## src/rtl/lacs_pkg.sv

```systemverilog
// Shared constants, register codes and types of the line-aligned chunk splitter.
package lacs_pkg;

  localparam int OFFSET_BITS    = 40;
  localparam int LINE_BITS      = 32;
  localparam int NUMBER_BITS    = 32;
  localparam int TARGET_BITS    = 27;
  localparam int LOOK_BITS      = 21;
  localparam int MODE_BITS      = 2;
  localparam int CFG_INDEX_BITS = 2;
  localparam int CFG_DATA_BITS  = 27;

  localparam logic [TARGET_BITS-1:0] TARGET_RESET = TARGET_BITS'(1024 * 1024);
  localparam logic [LOOK_BITS-1:0]   LOOK_RESET   = LOOK_BITS'(8192);

  localparam logic [CFG_INDEX_BITS-1:0] CFG_TARGET    = 2'd0;
  localparam logic [CFG_INDEX_BITS-1:0] CFG_LOOKAHEAD = 2'd1;
  localparam logic [CFG_INDEX_BITS-1:0] CFG_MODE      = 2'd2;

  localparam logic [MODE_BITS-1:0] MODE_LF   = 2'd0;
  localparam logic [MODE_BITS-1:0] MODE_CRLF = 2'd1;
  localparam logic [MODE_BITS-1:0] MODE_CR   = 2'd2;

  localparam logic [7:0] BYTE_LF = 8'h0A;
  localparam logic [7:0] BYTE_CR = 8'h0D;

  localparam int QUEUE_DEPTH = 4;
  localparam int QUEUE_AW    = $clog2(QUEUE_DEPTH);

  typedef struct packed {
    logic [TARGET_BITS-1:0] target;
    logic [LOOK_BITS-1:0]   lookahead;
    logic [MODE_BITS-1:0]   mode;
  } cfg_t;

  typedef struct packed {
    logic complete;
    logic close;
    logic last;
  } token_t;

endpackage

```

## src/rtl/lacs_if.sv

```systemverilog
// Valid/ready channel interfaces for the byte input and the chunk result output.
interface lacs_in_if;
  logic       valid;
  logic       ready;
  logic [7:0] data_byte;
  logic       final_byte;

  modport source (output valid, output data_byte, output final_byte, input ready);
  modport sink   (input valid, input data_byte, input final_byte, output ready);
endinterface

interface lacs_out_if;
  logic                             valid;
  logic                             ready;
  logic [lacs_pkg::NUMBER_BITS-1:0] chunk_number;
  logic [lacs_pkg::OFFSET_BITS-1:0] chunk_offset;
  logic [lacs_pkg::OFFSET_BITS-1:0] chunk_length;
  logic [lacs_pkg::LINE_BITS-1:0]   first_line;
  logic [lacs_pkg::LINE_BITS-1:0]   line_total;
  logic                             last_chunk;

  modport source (output valid, output chunk_number, output chunk_offset,
                  output chunk_length, output first_line, output line_total,
                  output last_chunk, input ready);
  modport sink   (input valid, input chunk_number, input chunk_offset,
                  input chunk_length, input first_line, input line_total,
                  input last_chunk, output ready);
endinterface

```

## src/rtl/line_aligned_chunk_splitter.sv

```systemverilog
// Top level of the line-aligned chunk splitter: configuration registers and the three stages.
// The block takes one byte beat per clock cycle without pause as long as results are taken;
// the token of the byte that closes a chunk is written into the queue, and the back end then
// registers its result beat. A waiting result stalls byte intake only once the four-entry
// queue between the front end and the back end has filled. The front end settles the class
// of each byte combinationally from window compares against the target and lookahead, and
// the back end advances the offset and line counters as it takes each token.
module line_aligned_chunk_splitter (
  input  logic                                clk,
  input  logic                                rst_n,
  lacs_in_if.sink                             in_bus,
  lacs_out_if.source                          out_bus,
  input  logic                                cfg_we,
  input  logic [lacs_pkg::CFG_INDEX_BITS-1:0] cfg_index,
  input  logic [lacs_pkg::CFG_DATA_BITS-1:0]  cfg_data
);

  lacs_pkg::cfg_t   cfg_r, cfg_nxt;
  lacs_pkg::token_t front_tok;
  lacs_pkg::token_t back_tok;
  logic             front_valid;
  logic             front_ready;
  logic             back_valid;
  logic             back_ready;

  always_comb begin
    cfg_nxt = cfg_r;
    if (cfg_we) begin
      unique case (cfg_index)
        lacs_pkg::CFG_TARGET:    cfg_nxt.target    = cfg_data;
        lacs_pkg::CFG_LOOKAHEAD: cfg_nxt.lookahead = cfg_data[lacs_pkg::LOOK_BITS-1:0];
        lacs_pkg::CFG_MODE:      cfg_nxt.mode      = cfg_data[lacs_pkg::MODE_BITS-1:0];
        default:                 cfg_nxt           = cfg_r;
      endcase
    end
  end

  always_ff @(posedge clk) begin
    if (!rst_n) begin
      cfg_r.target    <= lacs_pkg::TARGET_RESET;
      cfg_r.lookahead <= lacs_pkg::LOOK_RESET;
      cfg_r.mode      <= lacs_pkg::MODE_LF;
    end else begin
      cfg_r <= cfg_nxt;
    end
  end

  lacs_front u_front (
    .clk       (clk),
    .rst_n     (rst_n),
    .cfg       (cfg_r),
    .in_bus    (in_bus),
    .tok       (front_tok),
    .tok_valid (front_valid),
    .tok_ready (front_ready)
  );

  lacs_queue u_queue (
    .clk        (clk),
    .rst_n      (rst_n),
    .push_tok   (front_tok),
    .push_valid (front_valid),
    .push_ready (front_ready),
    .pop_tok    (back_tok),
    .pop_valid  (back_valid),
    .pop_ready  (back_ready)
  );

  lacs_back u_back (
    .clk       (clk),
    .rst_n     (rst_n),
    .tok       (back_tok),
    .tok_valid (back_valid),
    .tok_ready (back_ready),
    .out_bus   (out_bus)
  );

endmodule

```

## src/rtl/lacs_front.sv

```systemverilog
// Front end: accepts bytes, tracks the search window and classifies each byte.
module lacs_front (
  input  logic               clk,
  input  logic               rst_n,
  input  lacs_pkg::cfg_t     cfg,
  lacs_in_if.sink            in_bus,
  output lacs_pkg::token_t   tok,
  output logic               tok_valid,
  input  logic               tok_ready
);

  typedef enum logic [2:0] {
    PH_FILL   = 3'b001,
    PH_SEARCH = 3'b010,
    PH_DONE   = 3'b100
  } phase_t;

  logic [lacs_pkg::OFFSET_BITS-1:0] rel_r, rel_nxt;
  phase_t                           phase_r, phase_nxt;
  logic                             pcr_any_r, pcr_any_nxt;
  logic                             pcr_win_r, pcr_win_nxt;

  logic [lacs_pkg::OFFSET_BITS-1:0] target_x;
  logic [lacs_pkg::OFFSET_BITS-1:0] diff;
  logic                             past;
  logic                             in_win;
  logic                             complete;
  logic                             hit;
  logic                             close;
  logic                             beat;

  assign in_bus.ready = tok_ready;
  assign tok_valid    = in_bus.valid;
  assign beat         = in_bus.valid && tok_ready;

  assign target_x = lacs_pkg::OFFSET_BITS'(cfg.target);
  assign past     = rel_r >= target_x;
  assign diff     = rel_r - target_x;
  assign in_win   = (phase_r != PH_DONE) && past &&
                    (diff < lacs_pkg::OFFSET_BITS'(cfg.lookahead));

  always_comb begin
    phase_nxt   = phase_r;
    pcr_any_nxt = pcr_any_r;
    pcr_win_nxt = pcr_win_r;
    complete    = 1'b0;
    hit         = 1'b0;
    if (phase_r != PH_DONE && past) begin
      phase_nxt = in_win ? PH_SEARCH : PH_DONE;
    end
    if (cfg.mode == lacs_pkg::MODE_CRLF) begin
      if (in_bus.data_byte == lacs_pkg::BYTE_LF && pcr_any_r) begin
        complete = 1'b1;
        hit      = pcr_win_r && in_win;
      end
      pcr_any_nxt = (in_bus.data_byte == lacs_pkg::BYTE_CR);
      pcr_win_nxt = (in_bus.data_byte == lacs_pkg::BYTE_CR) && in_win;
    end else if (cfg.mode == lacs_pkg::MODE_CR) begin
      complete = (in_bus.data_byte == lacs_pkg::BYTE_CR);
      hit      = complete && in_win;
    end else begin
      complete = (in_bus.data_byte == lacs_pkg::BYTE_LF);
      hit      = complete && in_win;
    end
    close   = hit || in_bus.final_byte;
    rel_nxt = rel_r + lacs_pkg::OFFSET_BITS'(1);
    if (close) begin
      rel_nxt     = '0;
      phase_nxt   = PH_FILL;
      pcr_any_nxt = 1'b0;
      pcr_win_nxt = 1'b0;
    end
  end

  assign tok.complete = complete;
  assign tok.close    = close;
  assign tok.last     = in_bus.final_byte;

  always_ff @(posedge clk) begin
    if (!rst_n) begin
      rel_r     <= '0;
      phase_r   <= PH_FILL;
      pcr_any_r <= 1'b0;
      pcr_win_r <= 1'b0;
    end else if (beat) begin
      rel_r     <= rel_nxt;
      phase_r   <= phase_nxt;
      pcr_any_r <= pcr_any_nxt;
      pcr_win_r <= pcr_win_nxt;
    end
  end

endmodule

```

## src/rtl/lacs_queue.sv

```systemverilog
// Short token queue that decouples the front end from the back end.
module lacs_queue (
  input  logic             clk,
  input  logic             rst_n,
  input  lacs_pkg::token_t push_tok,
  input  logic             push_valid,
  output logic             push_ready,
  output lacs_pkg::token_t pop_tok,
  output logic             pop_valid,
  input  logic             pop_ready
);

  lacs_pkg::token_t               mem_r [lacs_pkg::QUEUE_DEPTH];
  logic [lacs_pkg::QUEUE_AW-1:0]  wr_ptr_r, wr_ptr_nxt;
  logic [lacs_pkg::QUEUE_AW-1:0]  rd_ptr_r, rd_ptr_nxt;
  logic [lacs_pkg::QUEUE_AW:0]    count_r, count_nxt;
  logic                           push;
  logic                           pop;

  assign push_ready = count_r != (lacs_pkg::QUEUE_AW+1)'(lacs_pkg::QUEUE_DEPTH);
  assign pop_valid  = count_r != '0;
  assign pop_tok    = mem_r[rd_ptr_r];
  assign push       = push_valid && push_ready;
  assign pop        = pop_valid && pop_ready;

  always_comb begin
    wr_ptr_nxt = push ? wr_ptr_r + lacs_pkg::QUEUE_AW'(1) : wr_ptr_r;
    rd_ptr_nxt = pop ? rd_ptr_r + lacs_pkg::QUEUE_AW'(1) : rd_ptr_r;
    count_nxt  = count_r;
    if (push && !pop) begin
      count_nxt = count_r + (lacs_pkg::QUEUE_AW+1)'(1);
    end else if (pop && !push) begin
      count_nxt = count_r - (lacs_pkg::QUEUE_AW+1)'(1);
    end
  end

  always_ff @(posedge clk) begin
    if (!rst_n) begin
      wr_ptr_r <= '0;
      rd_ptr_r <= '0;
      count_r  <= '0;
    end else begin
      wr_ptr_r <= wr_ptr_nxt;
      rd_ptr_r <= rd_ptr_nxt;
      count_r  <= count_nxt;
    end
  end

  always_ff @(posedge clk) begin
    if (push) begin
      mem_r[wr_ptr_r] <= push_tok;
    end
  end

endmodule

```

## src/rtl/lacs_back.sv

```systemverilog
// Back end: keeps offsets and line counts and issues one result per closed chunk.
module lacs_back (
  input  logic             clk,
  input  logic             rst_n,
  input  lacs_pkg::token_t tok,
  input  logic             tok_valid,
  output logic             tok_ready,
  lacs_out_if.source       out_bus
);

  logic [lacs_pkg::OFFSET_BITS-1:0] begin_r, begin_nxt;
  logic [lacs_pkg::OFFSET_BITS-1:0] len_r, len_nxt;
  logic [lacs_pkg::NUMBER_BITS-1:0] counter_r, counter_nxt;
  logic [lacs_pkg::LINE_BITS-1:0]   line_r, line_nxt;
  logic [lacs_pkg::LINE_BITS-1:0]   lines_r, lines_nxt;
  logic                             ov_r, ov_nxt;

  logic [lacs_pkg::OFFSET_BITS-1:0] length;
  logic [lacs_pkg::LINE_BITS-1:0]   total;
  logic                             take;
  logic                             emit;

  assign tok_ready = !tok.close || !ov_r || out_bus.ready;
  assign take      = tok_valid && tok_ready;
  assign emit      = take && tok.close;
  assign length    = len_r + lacs_pkg::OFFSET_BITS'(1);
  assign total     = lines_r + lacs_pkg::LINE_BITS'(1);

  always_comb begin
    begin_nxt   = begin_r;
    len_nxt     = len_r;
    counter_nxt = counter_r;
    line_nxt    = line_r;
    lines_nxt   = lines_r;
    ov_nxt      = ov_r && !out_bus.ready;
    if (take) begin
      if (!tok.close) begin
        len_nxt   = length;
        lines_nxt = tok.complete ? total : lines_r;
      end else if (tok.last) begin
        begin_nxt   = '0;
        len_nxt     = '0;
        counter_nxt = '0;
        line_nxt    = lacs_pkg::LINE_BITS'(1);
        lines_nxt   = '0;
      end else begin
        begin_nxt   = begin_r + length;
        len_nxt     = '0;
        counter_nxt = counter_r + lacs_pkg::NUMBER_BITS'(1);
        line_nxt    = line_r + total;
        lines_nxt   = '0;
      end
    end
    if (emit) begin
      ov_nxt = 1'b1;
    end
  end

  always_ff @(posedge clk) begin
    if (!rst_n) begin
      begin_r   <= '0;
      len_r     <= '0;
      counter_r <= '0;
      line_r    <= lacs_pkg::LINE_BITS'(1);
      lines_r   <= '0;
      ov_r      <= 1'b0;
    end else begin
      begin_r   <= begin_nxt;
      len_r     <= len_nxt;
      counter_r <= counter_nxt;
      line_r    <= line_nxt;
      lines_r   <= lines_nxt;
      ov_r      <= ov_nxt;
    end
  end

  always_ff @(posedge clk) begin
    if (emit) begin
      out_bus.chunk_number <= counter_r;
      out_bus.chunk_offset <= begin_r;
      out_bus.chunk_length <= length;
      out_bus.first_line   <= line_r;
      out_bus.line_total   <= total;
      out_bus.last_chunk   <= tok.last;
    end
  end

  assign out_bus.valid = ov_r;

endmodule

```

## src/flat_wrapper.sv

```systemverilog
// flat-port wrapper written by rule: the top's interface ports become plain ports
module line_aligned_chunk_splitter_flat 
  (clk, rst_n, cfg_we, cfg_index, cfg_data, in_bus_valid, in_bus_data_byte, in_bus_final_byte, in_bus_ready, out_bus_valid, out_bus_chunk_number, out_bus_chunk_offset, out_bus_chunk_length, out_bus_first_line, out_bus_line_total, out_bus_last_chunk, out_bus_ready);
  lacs_in_if in_bus_i ();
  lacs_out_if out_bus_i ();
  input  logic clk;
  input  logic rst_n;
  input  logic cfg_we;
  input  logic [lacs_pkg::CFG_INDEX_BITS-1:0] cfg_index;
  input  logic [lacs_pkg::CFG_DATA_BITS-1:0] cfg_data;
  input wire logic [$bits(in_bus_i.valid)-1:0] in_bus_valid;
  input wire logic [$bits(in_bus_i.data_byte)-1:0] in_bus_data_byte;
  input wire logic [$bits(in_bus_i.final_byte)-1:0] in_bus_final_byte;
  output wire logic [$bits(in_bus_i.ready)-1:0] in_bus_ready;
  output wire logic [$bits(out_bus_i.valid)-1:0] out_bus_valid;
  output wire logic [$bits(out_bus_i.chunk_number)-1:0] out_bus_chunk_number;
  output wire logic [$bits(out_bus_i.chunk_offset)-1:0] out_bus_chunk_offset;
  output wire logic [$bits(out_bus_i.chunk_length)-1:0] out_bus_chunk_length;
  output wire logic [$bits(out_bus_i.first_line)-1:0] out_bus_first_line;
  output wire logic [$bits(out_bus_i.line_total)-1:0] out_bus_line_total;
  output wire logic [$bits(out_bus_i.last_chunk)-1:0] out_bus_last_chunk;
  input wire logic [$bits(out_bus_i.ready)-1:0] out_bus_ready;
  assign in_bus_i.valid = in_bus_valid;
  assign in_bus_i.data_byte = in_bus_data_byte;
  assign in_bus_i.final_byte = in_bus_final_byte;
  assign in_bus_ready = in_bus_i.ready;
  assign out_bus_valid = out_bus_i.valid;
  assign out_bus_chunk_number = out_bus_i.chunk_number;
  assign out_bus_chunk_offset = out_bus_i.chunk_offset;
  assign out_bus_chunk_length = out_bus_i.chunk_length;
  assign out_bus_first_line = out_bus_i.first_line;
  assign out_bus_line_total = out_bus_i.line_total;
  assign out_bus_last_chunk = out_bus_i.last_chunk;
  assign out_bus_i.ready = out_bus_ready;
  line_aligned_chunk_splitter u_core (.clk(clk), .rst_n(rst_n), .in_bus(in_bus_i), .out_bus(out_bus_i), .cfg_we(cfg_we), .cfg_index(cfg_index), .cfg_data(cfg_data));
endmodule
```

## config.mk

```make
export PLATFORM = sky130hd
export DESIGN_NAME = line_aligned_chunk_splitter_flat
export DESIGN_NICKNAME = d
export VERILOG_FILES = /design/src/rtl/lacs_pkg.sv /design/src/rtl/lacs_if.sv /design/src/rtl/line_aligned_chunk_splitter.sv /design/src/rtl/lacs_front.sv /design/src/rtl/lacs_queue.sv /design/src/rtl/lacs_back.sv /design/src/flat_wrapper.sv
export SDC_FILE = /design/constraint.sdc
export NUM_CORES = 1
export LEC_CHECK = 0
export BUFFER_PORTS_ARGS = -buffer_cell sky130_fd_sc_hd__buf_2
export CAP_MARGIN = 5
export CORE_MARGIN = 2
export CORE_UTILIZATION = 48
export CTS_CLUSTER_SIZE = 14
export DETAILED_ROUTE_END_ITERATION = 10
export PLACE_DENSITY = 0.71
export SYNTH_ARGS = -nofsm -noshare
export SYNTH_HDL_FRONTEND = slang
export SYNTH_SLANG_ARGS = --single-unit
```

## constraint.sdc

```tcl
create_clock -name clk -period 10.29 [get_ports clk]
set_clock_uncertainty 0.15 [all_clocks]
set_input_delay 2.058 -clock clk [delete_from_list [all_inputs] [get_ports clk]]
set_output_delay 2.058 -clock clk [all_outputs]
set_load 0.01 [all_outputs]
```

==> impl_metrics.tcl, run 1 <==
set metrics [dict create \
    outcome "finished, final reports clean" \
    multi_input_comb_area_um2 12200 \
    post-place-ws_ps 4610 \
    gr_overflow_total 0 \
    asyncSetResetFlopFracSynth_pct 0 \
    final.fill_count 4414 \
    synth_fa_ha_area_share_pct 6.85 \
    worst-path-max-fanout 39 \
    floorplan.die.width_um 228 \
    fin_crit_sh_pct 56.0 \
    first_global_vias 18200 \
    post_layout_min_period_ps 5760 \
    hold_start "u_core.u_back.counter_r[31]" \
    rsz0062_at_grt "false" \
    largest_net_degree_at_the_start_of_global_routing 126 \
    die_height_um 228 \
    layout.cell_area.non_filler_um2 27500 \
    p_switching_w 0.00163 \
    dr.first_iter.drc_count 1342 \
    tritoncts_clock_tree "yes" \
    post_cts.resized_instances 0 \
    p_seq_share_pct 44.8 \
    hold_depth 0 \
    synth_top_cells_by_count "291 x sky130_fd_sc_hd__nand2_1, 281 x sky130_fd_sc_hd__dfxtp_1, 189 x sky130_fd_sc_hd__edfxtp_1" \
    synthesis.area_per_instance_um2 9.62 \
    synth_top_area_cell "sky130_fd_sc_hd__edfxtp_1" \
    finalSetupViolCount 0 \
    clock_insertion_delay_worst_skew_ps 600 \
    cellInternalPower_w 0.00364 \
    hold_path.class "flip-flop to flip-flop" \
    route.antenna.remaining_nets 0 \
    synth_mux_area_share_pct 0.662 \
    via_per_inst 5.56 \
    synth_xor_xnor_area_share_pct 7.35 \
    routed_wire_length_per_instance_um 17.2 \
    synthesis.instances 2513 \
    clk_pin_slew_worst_paths_ps 60 \
    power.share.combinational_pct 21.2 \
    antenna_violations_before_repair 2 \
    synth_sequential_area_ratio_pct 46.7 \
    num_rows 82 \
    sw_frac_of_total_pct 30.9 \
    setup_ws_ps 4530 \
    critPathRequiredTime_ps 10620 \
    cts_setup_buffers 0 \
    share_of_the_synthesized_area_in_compound_gates_ao_oa_aoi_oai_pct 15.2 \
    drv_cap 0 \
    ctsLongestPathBuffers 3 \
    slack_of_the_worst_reg_to_reg_path_ps 4530 \
    synth.yosys.warnings 0 \
    starting_density_of_the_core_pct 48.4 \
    coreArea_um2 50000 \
    dominant_combinational_cell_family_by_area_after_synthesis "simple AND/OR/NAND/NOR gates" \
    arrival_ps 6090 \
    netlist_top_cells_area "sky130_fd_sc_hd__edfxtp_1 23%, sky130_fd_sc_hd__dfxtp_1 23%, sky130_fd_sc_hd__ha_1 6.5%" \
    synthFlopType "sky130_fd_sc_hd__dfxtp_1" \
    startpoint_type "flip-flop" \
    hpwlAfterDp_um 42800 \
    dp_area_um2 25800 \
    cts_hold_buf 0 \
    numCtsBuffers 49 \
    vias 19000 \
    ys_types 81 \
    portBuffers 221 \
    pin_count 222 \
    syn_area_um2 24200 \
    timing.reg2reg.worst_path_depth 20 \
    setup-tns-final_ps 0 \
    powerDensity_nw_per_um2 192 \
    vdd.ir_drop.worst_mv 0.112 \
    level_count_of_the_clock_h_tree 2 \
    overall_global_routing_usage_pct 22.1 \
    tightest_slew_ps 1230 \
    drv_slew 0 \
    final_layout_size_suffix_gt1_share_pct 13.0 \
    crit-reg2reg-launch "u_core.u_front.rel_r[5]" \
    synth_edf_count 189 \
    ys_ff_latch 470 \
    post-route-drc-count 0 \
    synth-simple-area-share_pct 20.1 \
    max_slew_margin_pct 17.9 \
    critPathCaptureType "flip-flop" \
    global_route_wire_length_before_repair_um 94900 \
    crit_type "flip-flop to flip-flop" \
    power.share.clock_pct 34.0 \
    area_growth_syn_to_layout_pct 13.7 \
    min_to "u_core.u_back.out_bus.chunk_number[31]" \
    nets 2873 \
    drt_wl_total_um 58900 \
    worst_r2r_endpoint "u_core.u_front.rel_r[16]" \
    seq_area_um2 11300 \
    most_numerous_cell_in_the_yosys_netlist "sky130_fd_sc_hd__nand2_1" \
    fmax_mhz 174 \
    tritonroute_pass_1_iters 5 \
    power_leakage_nw 11.0 \
    netlist.area_leader.share_pct 23.5 \
    floorplan.die_area_um2 52200 \
    cts.sinks 470 \
    clock-root-buffer "sky130_fd_sc_hd__clkbuf_16" \
    gpl.final_weighted_congestion 0.913 \
    hold_violations 0 \
    synth_nets 2686 \
]
-- layout make-up --
| class | instances | share of cell area (%) |
|---|---|---|
| Antenna cell | 1 | 0.00910 |
| Clock buffer | 63 | 4.80 |
| Clock inverter | 29 | 1.14 |
| Inverter | 94 | 1.30 |
| Multi-Input combinational cell | 1852 | 44.2 |
| Sequential cell | 470 | 41.1 |
| Tap cell | 672 | 3.06 |
| Timing Repair Buffer | 233 | 4.39 |
-- power by group through the flow --
stage          Combinational, W  Clock (W)  Sequential [W]
3_3_place_gp            0.00109          0         0.00239
6_report                0.00112    0.00179         0.00236
2_1_floorplan          0.000574          0         0.00254
5_1_grt                 0.00123    0.00191         0.00238
3_5_place_dp            0.00112          0         0.00240
4_1_cts                 0.00112    0.00184         0.00236
-- flip-flops by register name, summed over array words and instances, names as in the netlist, named ones only --
signal	count
u_core.u_back.line_r	32
u_core.u_back.lines_r	32
u_core.u_front.rel_r	40
u_core.u_back.counter_r	32
u_core.u_queue.rd_ptr_r	2
u_core.u_back.out_bus.valid	1
u_core.u_front.phase_r	3
u_core.u_front.pcr_any_r	1
u_core.u_queue.wr_ptr_r	2
u_core.u_queue.count_r	3
u_core.u_back.out_bus.chunk_length	40
u_core.u_back.len_r	40
u_core.u_queue.mem_r	12
u_core.u_front.pcr_win_r	1
u_core.cfg_r	50
u_core.u_back.out_bus.chunk_number	32
u_core.u_back.out_bus.chunk_offset	40
u_core.u_back.begin_r	40
u_core.u_back.out_bus.first_line	32
u_core.u_back.out_bus.last_chunk	1
u_core.u_back.out_bus.line_total	32
-- routing by layer --
layer  vias to the layer above  share of wire [%]  wire, µm  GRT usage, %
met4                         2                2.4      1420          6.41
met2                       506                 47     27500          36.5
li1                       9362                  -         -             -
met1                      9011                 46     26800          29.9
met3                       114                5.4      3170          3.71
met5                         -              0.022        13             0
-- cell usage in the layout (no fill, tap or decap), types with 48 or more instances in the layout --
cell and count:
sky130_fd_sc_hd__a21boi_0 59, sky130_fd_sc_hd__a21oi_1 127, sky130_fd_sc_hd__a22oi_1 79, sky130_fd_sc_hd__and2_1 52, sky130_fd_sc_hd__and3_1 48, sky130_fd_sc_hd__buf_2 220
sky130_fd_sc_hd__clkbuf_16 49, sky130_fd_sc_hd__dfxtp_1 281, sky130_fd_sc_hd__edfxtp_1 189, sky130_fd_sc_hd__ha_1 126, sky130_fd_sc_hd__inv_1 92, sky130_fd_sc_hd__nand2_1 291
sky130_fd_sc_hd__nand3_1 75, sky130_fd_sc_hd__nor2_1 134, sky130_fd_sc_hd__nor2b_1 128, sky130_fd_sc_hd__o21ai_0 121, sky130_fd_sc_hd__xnor2_1 129, sky130_fd_sc_hd__xor2_1 74
-- cells by family after synthesis --
| group | count (synthesis) |
|---|---|
| XOR/XNOR | 203 |
| AO/OA/AOI/OAI | 557 |
| adder cells (fa/ha/maj) | 130 |
| flip-flops | 470 |
| multiplexers | 12 |
| AND/OR/NAND/NOR | 950 |
| buffers and inverters | 191 |
-- stage by stage --
step	power, W	instances	utilization (%)	hold slack (ps)
after floorplan	0.00311	2513	-	273
after global placement	0.00349	3320	51.7	282
after detailed placement	0.00352	3320	51.7	287
after CTS	0.00532	3412	55.0	303
after global routing	0.00552	3413	55.0	331
final	0.00527	3414	55.0	300
-- worst max-delay path, cell delays in order, from the launching register on --
cell and delay (ps):
sky130_fd_sc_hd__dfxtp_1 450, sky130_fd_sc_hd__ha_1 320, sky130_fd_sc_hd__o21ai_0 430, sky130_fd_sc_hd__a31oi_1 210, sky130_fd_sc_hd__o21a_1 240, sky130_fd_sc_hd__o21ai_0 140, sky130_fd_sc_hd__nand2b_1 170, sky130_fd_sc_hd__nand4_1 130
sky130_fd_sc_hd__o211ai_1 100, sky130_fd_sc_hd__a211oi_1 320, sky130_fd_sc_hd__a211oi_1 90, sky130_fd_sc_hd__ha_1 310, sky130_fd_sc_hd__a21o_1 160, sky130_fd_sc_hd__a21o_1 160, sky130_fd_sc_hd__a21oi_1 150, sky130_fd_sc_hd__o21ai_0 210
sky130_fd_sc_hd__a2111oi_2 390, sky130_fd_sc_hd__nand4_1 120, sky130_fd_sc_hd__or4_1 610, sky130_fd_sc_hd__o311a_4 560, sky130_fd_sc_hd__and2_1 200
-- how the worst max path moves through the flow --
| stage | from | endpoint | depth (start not counted) |
|---|---|---|---|
| CTS | u_core.u_front.rel_r[0] | u_core.u_front.rel_r[38] | 21 |
| global route | u_core.u_front.rel_r[5] | u_core.u_front.rel_r[38] | 20 |
| detailed placement | u_core.u_front.rel_r[0] | u_core.u_front.rel_r[38] | 21 |
| global placement | u_core.u_front.rel_r[0] | u_core.u_front.rel_r[38] | 21 |
| floorplan | out_bus_ready | u_core.u_back.counter_r[22] | 11 |
| finish | u_core.u_front.rel_r[5] | u_core.u_front.rel_r[16] | 20 |
Note: power is estimated with default switching activity, not from simulation.
==> run 2: changes to the inputs <==
--- a/config.mk
+++ b/config.mk
@@ -11,7 +11,7 @@
 export CORE_UTILIZATION = 48
 export CTS_CLUSTER_SIZE = 14
 export DETAILED_ROUTE_END_ITERATION = 10
-export PLACE_DENSITY = 0.71
+export PLACE_DENSITY = 0.73
 export SYNTH_ARGS = -nofsm -noshare
 export SYNTH_HDL_FRONTEND = slang
 export SYNTH_SLANG_ARGS = --single-unit
==> constraint.sdc (replaced) <==
create_clock -name clk -period 5.2 [get_ports clk]
set_clock_uncertainty 0.15 [all_clocks]
set_input_delay 1.04 -clock clk [delete_from_list [all_inputs] [get_ports clk]]
set_output_delay 1.04 -clock clk [all_outputs]
set_load 0.01 [all_outputs]
==> impl_metrics.tcl, run 2 (synthesized netlist as in run 1, its figures left out) <==
set metrics [dict create \
    outcome "complete, but fails checks" \
    violations "setup timing" \
    level_count_of_the_clock_h_tree 2 \
    clock_insertion_delay_worst_skew_ps 610 \
    area_growth_syn_to_layout_pct 16.4 \
    vdd.ir_drop.worst_mv 0.245 \
    critPathRequiredTime_ps 5520 \
    power_leakage_nw 11.3 \
    final_cell_count_no_fill 3465 \
    critPathCaptureType "flip-flop" \
    hold_path.class "flip-flop to flip-flop" \
    starting_density_of_the_core_pct 48.4 \
    ctsLongestPathBuffers 3 \
    vias 19400 \
    setup-tns-final_ps -740 \
    routed_wire_length_per_instance_um 17.6 \
    post_layout_min_period_ps 5240 \
    post-route-drc-count 0 \
    global_route_wire_length_before_repair_um 95900 \
    floorplan.die.width_um 228 \
    cp_slowest_cell "sky130_fd_sc_hd__or4_4" \
    cts_hold_buf 0 \
    tritoncts_clock_tree "yes" \
    final_layout_size_suffix_gt1_share_pct 15.5 \
    gpl.final_weighted_congestion 0.919 \
    rsz0062_at_grt "true" \
    fin_crit_sh_pct 101 \
    tightest_slew_ps 1310 \
    powerDensity_nw_per_um2 374 \
    setup_ws_ps -44.3 \
    coreArea_um2 50000 \
    route.antenna.remaining_nets 0 \
    crit_family "compound AO/OA/AOI/OAI gates" \
    largest_net_degree_at_the_start_of_global_routing 118 \
    hold_violations 0 \
    layout.cell_area.non_filler_um2 28100 \
    crit_path_max_incr_delay_ps 610 \
    die_height_um 228 \
    final.fill_count 4350 \
    clk_pin_slew_worst_paths_ps 60 \
    post-place-ws_ps -195 \
    placed_cells_incl_taps 3357 \
    dp_area_um2 26100 \
    max_slew_margin_pct 12.6 \
    largest_reg_flops 50 \
    worst-path-max-fanout 7 \
    hpwlAfterDp_um 43100 \
    numCtsBuffers 50 \
    cts.sinks 470 \
    crit_type "flip-flop to flip-flop" \
    arrival_ps 5570 \
    fmax_mhz 191 \
    portBuffers 221 \
    layout.cells.most_common "sky130_fd_sc_hd__nand2_1" \
    clock-root-buffer "sky130_fd_sc_hd__clkbuf_16" \
    most_flops_register "u_core.cfg_r" \
    overall_global_routing_usage_pct 22.3 \
    nets 2924 \
    fin_total_pwr_w 0.0105 \
    gr_overflow_total 0 \
    worst-path-buf-inv 2 \
    crit_path_frequent_cell "sky130_fd_sc_hd__a21oi_1" \
    finalSetupViolCount 29 \
    cell_by_cell_trace_of_the_critical_path "inv_2 > ha_4 > fa_2 > nor2b_4 > o31ai_4 > a2111oi_4 > o31a_4 > nor2_2 > o31a_1 > o21bai_1 > a21oi_1 > xnor2_1 > ha_2 > or4_1 > a21oi_1 > o21ai_1 > nor3_2 > nand4_1 > or4_4 > buf_4 > o311a_4 > and2_1" \
    num_rows 82 \
    floorplan.die_area_um2 52200 \
    drv_slew 0 \
    drt_wl_total_um 61000 \
    dr.first_iter.drc_count 1315 \
    antenna_violations_before_repair 0 \
    startpoint_type "flip-flop" \
    first_global_vias 18600 \
    via_per_inst 5.59 \
    mostFrequentLayoutCells "291 x sky130_fd_sc_hd__nand2_1, 280 x sky130_fd_sc_hd__dfxtp_1, 220 x sky130_fd_sc_hd__buf_2, 189 x sky130_fd_sc_hd__edfxtp_1, 130 x sky130_fd_sc_hd__nor2_1" \
    pin_count 222 \
    drv_cap 0 \
    tritonroute_pass_1_iters 5 \
]
run 2: cell types whose count changed in the layout (fill, tap and decap cells not counted), moves of 5 or more:
cell	previous run	this run
sky130_fd_sc_hd__clkbuf_1	10	16
sky130_fd_sc_hd__buf_4	12	57
sky130_fd_sc_hd__clkinv_1	6	1
sky130_fd_sc_hd__o21ai_0	121	116
run 2: what timing repair did:
action / 4_1_cts / 5_1_grt
setup buffers: 0 / 9
hold endpoints to repair: 0 / 0
endpoints found under the setup margin: 45 / 53
resized for setup: 4 / 39
gates cloned: 1 / 4
pin swaps: 2 / 18
run 2: layout make-up:
cell class / instances / area (µm²) / share of cell area (%)
Timing Repair Buffer: 278 / 1550 / 5.50
Tap cell: 672 / 841 / 2.99
Inverter: 94 / 358 / 1.27
Multi-Input combinational cell: 1857 / 12400 / 44.1
Sequential cell: 470 / 11300 / 40.2
Clock inverter: 16 / 183 / 0.649
Antenna cell: 1 / 2.50 / 0.00889
Clock buffer: 77 / 1500 / 5.32
run 2: worst register-to-register path, stage by stage, from the launching register on:
cell,delay (ps)
sky130_fd_sc_hd__dfxtp_2,330
sky130_fd_sc_hd__inv_2,40
sky130_fd_sc_hd__ha_4,160
sky130_fd_sc_hd__fa_2,390
sky130_fd_sc_hd__nor2b_4,170
sky130_fd_sc_hd__o31ai_4,80
sky130_fd_sc_hd__a2111oi_4,420
sky130_fd_sc_hd__o31a_4,210
sky130_fd_sc_hd__nor2_2,40
sky130_fd_sc_hd__o31a_1,280
sky130_fd_sc_hd__o21bai_1,150
sky130_fd_sc_hd__a21oi_1,90
sky130_fd_sc_hd__xnor2_1,140
sky130_fd_sc_hd__ha_2,190
sky130_fd_sc_hd__or4_1,400
sky130_fd_sc_hd__a21oi_1,130
sky130_fd_sc_hd__o21ai_1,100
sky130_fd_sc_hd__nor3_2,220
sky130_fd_sc_hd__nand4_1,100
sky130_fd_sc_hd__or4_4,610
sky130_fd_sc_hd__buf_4,180
sky130_fd_sc_hd__o311a_4,380
sky130_fd_sc_hd__and2_1,170
run 2: path summary, 6_finish.rpt:
check                            start                         to  slack (ps)  cells after the start
max            u_core.u_front.rel_r[0]   u_core.u_front.rel_r[14]         -40                     22
min          u_core.u_front.phase_r[0]  u_core.u_front.phase_r[0]         300                      2
max reg2reg    u_core.u_front.rel_r[0]   u_core.u_front.rel_r[14]         -40                     22
min reg2reg  u_core.u_front.phase_r[0]  u_core.u_front.phase_r[0]         300                      2
run 2: layer usage:
metal,GRT usage [%],up-vias,routed length [µm]
met1,30.2,9218,27300
li1,-,9485,-
met4,6.29,0,1500
met5,0,-,0
met3,2.87,110,3080
met2,37.4,564,29100
run 2: metrics by stage:
stage	hold slack, ps	utilization (%)
finish	300	56.3
global placement	283	52.3
floorplan	273	-
detailed placement	296	52.3
global route	328	56.3
CTS	302	55.7
run 2: where the power goes:
part,internal (W),switching (W),leakage [nW]
clock,0.00210,0.00148,0.823
combinational,0.000711,0.00158,6.36
sequential,0.00448,0.000193,4.14
total,0.00728,0.00325,11.3
